<file path="src/design/qst_pkg.sv">
// ----------------------------------------------------------------------------
// qst_pkg
// Types and constants shared by the quaternion-to-transform pipeline stages.
// ----------------------------------------------------------------------------
package qst_pkg;

  localparam int QuatW   = 16;   // Q1.15 component
  localparam int TransW  = 32;   // Q16.16 translation
  localparam int ScaleW  = 16;   // unsigned Q8.8 scale
  localparam int ProdW   = 32;   // Q2.30 component product
  localparam int EntryW  = 34;   // Q.30 matrix entry, range [-4, 4]
  localparam int ResW    = 32;   // Q16.16 result
  localparam int ScProdW = EntryW + ScaleW + 1;  // Q.38 scaled entry
  localparam int FracDrop = 22;  // Q.38 -> Q16.16
  localparam int NumEnt  = 9;

  localparam logic signed [EntryW-1:0] QOne = EntryW'(1) <<< 30;

  localparam int InDataW  = 4 * QuatW + 3 * TransW + ScaleW;
  localparam int OutDataW = NumEnt * ResW + 3 * TransW;

  typedef struct packed {
    logic signed [TransW-1:0] tz;
    logic signed [TransW-1:0] ty;
    logic signed [TransW-1:0] tx;
  } trans_t;

  typedef struct packed {
    logic signed [QuatW-1:0]  qz;
    logic signed [QuatW-1:0]  qy;
    logic signed [QuatW-1:0]  qx;
    logic signed [QuatW-1:0]  qw;
    trans_t                   trans;
    logic        [ScaleW-1:0] scale;
  } in_item_t;

  typedef struct packed {
    logic signed [ProdW-1:0] xx;
    logic signed [ProdW-1:0] yy;
    logic signed [ProdW-1:0] zz;
    logic signed [ProdW-1:0] xy;
    logic signed [ProdW-1:0] xz;
    logic signed [ProdW-1:0] yz;
    logic signed [ProdW-1:0] wx;
    logic signed [ProdW-1:0] wy;
    logic signed [ProdW-1:0] wz;
    trans_t                  trans;
    logic       [ScaleW-1:0] scale;
  } prod_item_t;

  typedef struct packed {
    logic [NumEnt-1:0][EntryW-1:0] ent;
    trans_t                        trans;
    logic [ScaleW-1:0]             scale;
  } ent_item_t;

  typedef struct packed {
    logic [NumEnt-1:0][ResW-1:0] res;
    trans_t                      trans;
  } out_item_t;

  // handshake between neighboring stages
  typedef struct packed {
    logic valid;
  } stg_fwd_t;

  typedef struct packed {
    logic ready;
  } stg_bwd_t;

endpackage

</file>
<file path="src/design/qst_entries.sv">
// ----------------------------------------------------------------------------
// qst_entries
// Stage 2: rotation matrix entries in Q.30, middle column optionally negated.
// ----------------------------------------------------------------------------
module qst_entries import qst_pkg::*; (
  input  logic       clk_i,
  input  logic       rst_ni,
  input  logic       negate_i,
  input  stg_fwd_t   up_fwd_i,
  output stg_bwd_t   up_bwd_o,
  input  prod_item_t item_i,
  output stg_fwd_t   dn_fwd_o,
  input  stg_bwd_t   dn_bwd_i,
  output ent_item_t  item_o
);

  logic      valid_q;
  logic      adv;
  ent_item_t item_d, item_q;

  logic signed [EntryW-1:0] xx, yy, zz, xy, xz, yz, wx, wy, wz;
  logic signed [EntryW-1:0] s_yz, s_xz, s_xy;

  assign adv = !valid_q || dn_bwd_i.ready;

  assign xx = EntryW'(item_i.xx);
  assign yy = EntryW'(item_i.yy);
  assign zz = EntryW'(item_i.zz);
  assign xy = EntryW'(item_i.xy);
  assign xz = EntryW'(item_i.xz);
  assign yz = EntryW'(item_i.yz);
  assign wx = EntryW'(item_i.wx);
  assign wy = EntryW'(item_i.wy);
  assign wz = EntryW'(item_i.wz);

  assign s_yz = yy + zz;
  assign s_xz = xx + zz;
  assign s_xy = xx + yy;

  // negation folded into operand order where possible; ent[7] negates its sum
  always_comb begin
    item_d.ent[0] = QOne - (s_yz <<< 1);
    item_d.ent[2] = (xz + wy) <<< 1;
    item_d.ent[3] = (xy + wz) <<< 1;
    item_d.ent[5] = (yz - wx) <<< 1;
    item_d.ent[6] = (xz - wy) <<< 1;
    item_d.ent[8] = QOne - (s_xy <<< 1);
    if (negate_i) begin
      item_d.ent[1] = (wz - xy) <<< 1;
      item_d.ent[4] = (s_xz <<< 1) - QOne;
      item_d.ent[7] = (-(yz + wx)) <<< 1;
    end else begin
      item_d.ent[1] = (xy - wz) <<< 1;
      item_d.ent[4] = QOne - (s_xz <<< 1);
      item_d.ent[7] = (yz + wx) <<< 1;
    end
    item_d.trans = item_i.trans;
    item_d.scale = item_i.scale;
  end

  always_ff @(posedge clk_i or negedge rst_ni) begin
    if (!rst_ni) begin
      valid_q <= 1'b0;
    end else if (adv) begin
      valid_q <= up_fwd_i.valid;
    end
  end

  always_ff @(posedge clk_i) begin
    if (adv && up_fwd_i.valid) begin
      item_q <= item_d;
    end
  end

  assign up_bwd_o.ready = adv;
  assign dn_fwd_o.valid = valid_q;
  assign item_o         = item_q;

endmodule

</file>
<file path="config.mk">
export PLATFORM = sky130hd
export DESIGN_NAME = qst_entries
export DESIGN_NICKNAME = d
export VERILOG_FILES = /design/src/design/qst_pkg.sv /design/src/design/qst_entries.sv
export SDC_FILE = /design/constraint.sdc
export NUM_CORES = 1
export LEC_CHECK = 0
export ABC_AREA = 1
export BUFFER_PORTS_ARGS = -buffer_cell sky130_fd_sc_hd__buf_4
export CAP_MARGIN = 10
export CELL_PAD_IN_SITES_DETAIL_PLACEMENT = 0
export CELL_PAD_IN_SITES_GLOBAL_PLACEMENT = 1
export CORE_ASPECT_RATIO = 0.6
export CORE_MARGIN = 2
export CORE_UTILIZATION = 40
export CTS_CLUSTER_DIAMETER = 200
export DETAILED_ROUTE_END_ITERATION = 8
export HOLD_SLACK_MARGIN = 0.05
export PLACE_DENSITY_LB_ADDON = 0.1
export SLEW_MARGIN = 20
export SYNTH_ARGS = -nofsm -noshare
export SYNTH_HDL_FRONTEND = slang
export SYNTH_SLANG_ARGS = --single-unit
</file>
<file path="constraint.sdc">
create_clock -name clk_i -period 23.4 [get_ports clk_i]
set_input_delay 4.68 -clock clk_i [delete_from_list [all_inputs] [get_ports clk_i]]
set_output_delay 4.68 -clock clk_i [all_outputs]
set_load 0.05 [all_outputs]
</file>
==> results.md <==
* Port-buffer cells at slightly above 800
* # DRC at 0
* Layout area overhead at 24.0%
* Distinct cells, synth at 62
* ANT nets after route at 0
* Starting Density at 0.403
* Global-route usage over all layers at 0.287
* Floorplan row count at between 80 and 90
* WP data required at roughly 19 ns
* #FFs+latches synth at 407
* Initial antenna violation count at 4
* Core ar. at 89,500 um^2
* Worst-path maximum fanout at 2
* Met2 GRT Util at 0.419
* Sum Neg Setup Slack at 0 ns
* H-tree depth at 2
* CTS resizes at 0
* Final nets at roughly 6,400
* Hold/Removal Path Class: reg2reg
* Clock Skew at about 0.026 ns
* Largest net degree at the start of global routing at approximately 140
* Worst-Margin Slew at about 1.1 ns
* RSZ-0062 raised after global routing: false
* First-pass GRT wire length at 202 mm
* Clk Latency, worst-skew pair at slightly above 0.6 ns
* Busiest grt layer: met1
* Clk buf depth at 3
* RePlAce Congestion at 0.970
* Postcts setup bufs at 0
* First-pass detailed-route iteration total at 7
* TritonCTS Buffers at 44
* Clock slew at reported path FFs at about 0.070 ns
* Post-synth EDFFs at just over 400
* Die ar. at 92,700 um^2
* Status: finished, final reports clean
* Iter 0 DRT Violations at 3,264
* Crit. End Element: output pin
* Routed wire length at approximately 140 mm
* Post-layout min period at a little under 10 ns
* Power Density at 64.1 nW/um^2
* Period utilization at 0.421
* DP HPWL at ~120 mm
* Top cell type's share of synthesized area at 0.338
* Final count of pins violating max slew at 0
* Yosys warns at 0
* Share of layout cells above drive strength 1 at 0.182
* Via density at about 5
* Area of the mapped netlist at about 36,000 um^2
* Fmax achieved at approximately 100 MHz
* Vias at around 35,000
* Total global routing overflow at 0
* Maxcap violations at 0
* CTS sink count at 407
* LEAKAGE at 0.0219 uW
* CTS tree: yes
* IR drop worst, VDD at approximately 0.000057 V
* Final setup viols at 0
* Number of global-route vias before repair at ~32,000
* Most used DFF post-synth: edfxtp_1
* Biggest area consumer among synthesized cells: edfxtp_1
* Die H at around 240 um
* Die Width at slightly below 400 um
* CP Data Arrival Time at approximately 5.2 ns
* GR Layer Usage met3 at 0.0542
* Startpoint Class: input port
* Clock root buffer: clkbuf_16
* Sequential area share after synthesis at 0.339
* Met1 usage at 0.433
* Final hold vios at 0
* CTS Hold Bufs at 0
* I/O pin total at a little over 800
* Post-Syn Instances at between 4,000 and 5,000
* Largest cells by area after synthesis: edfxtp_1 (34%), nand2_1 (12%), ha_1 (11%)
* Worst hold slack at 0.638 ns
* Post-synth ARST share at 0.00246
* Mean Syn Cell Area at 7.41 um^2
* Synth cell count leaders: nand2_1 (1,168), inv_1 (790), nor2_1 (566), edfxtp_1 (406), ha_1 (325)
* Kind of critical path: in2out
* Max-slew headroom at 0.267
* DR WL/cell at 20.1 um
* Most numerous cell in the Yosys netlist: nand2_1
-- path summary, 6_finish.rpt --
kind | from | cells past startpoint | slack (ns) | end
setup reg to reg | dn_fwd_o | 3 | 20.63 | item_o[22]
max in group asynchronous | rst_ni | 1 | 19.50 | dn_fwd_o
min in group asynchronous | rst_ni | 1 | 3.82 | dn_fwd_o
hold / removal | dn_fwd_o | 2 | 0.64 | dn_fwd_o
hold reg to reg | dn_fwd_o | 2 | 0.64 | dn_fwd_o
setup / recovery | dn_bwd_i | 4 | 13.55 | up_bwd_o
-- power breakdown --
part	internal [uW]	leakage, uW	total [uW]	switching [uW]
combinational	356	0.0173	1200	847
sequential	912	0.00388	939	26.5
clock	403	0.000684	727	325
total	1670	0.0219	2870	1200
-- layout by cell type, fill, tap and decap left out, drive strengths merged, types with 18 or more instances in the layout --
master / instances
a21o: 18
ha: 325
xor2: 239
nand3b: 21
xnor2: 60
a21oi: 337
clkbuf: 46
nor3: 61
o21bai: 24
a31oi: 24
clkinv: 22
nand4: 64
o21ai: 209
inv: 812
nand2: 1201
buf: 822
nand3: 243
nor2: 602
edfxtp: 406
-- layout make-up --
cell class                 count  area, um^2
antenna                        4        10.0
clock buffer                  46        1110
sequential                   407       12200
multi-input combinational   3549       20300
inverter                     812        3050
timing repair buffer         822        6180
clock inverter                34         353
tap                         1218        1520
fill                        9060       44800
-- flip-flops by register name (all words and copies together), names as in the netlist --
name,cells
item_o,406
dn_fwd_o,1
-- critical path, cell delays in order --
cell,delay [ns]
buf_4,0.11
inv_1,0.10
nand2_1,0.08
buf_4,0.20
-- kinds of logic after synthesis --
family	share of synthesized area
AO/OA/AOI/OAI	0.108
XOR/XNOR	0.0755
adder cells (fa/ha/maj)	0.118
buffers and inverters	0.0996
flip-flops	0.339
multiplexers	0.00139
other	0.000104
AND/OR/NAND/NOR	0.258
-- routing by layer --
metal	part of all wire	wire length (um)	vias to the layer above
li1	-	-	17280
met1	0.48	66700	16215
met2	0.41	57200	1261
met3	0.078	10800	159
met4	0.026	3550	0
met5	0	0	-
-- through the flow --
stage / cell area (um^2) / util / worst slack (ns) / total power (uW) / cells
floorplan: 36100 / - / 6.34 / 1760 / 4878
global placement: 43300 / 0.483 / 13.54 / 2140 / 6808
detailed placement: 43300 / 0.483 / 13.56 / 2140 / 6808
CTS: 44700 / 0.500 / 13.56 / 2880 / 6888
global route: 44800 / 0.500 / 13.53 / 3020 / 6891
finish: 44800 / 0.500 / 13.55 / 2870 / 6892
Power figures use the tool's default switching activity.
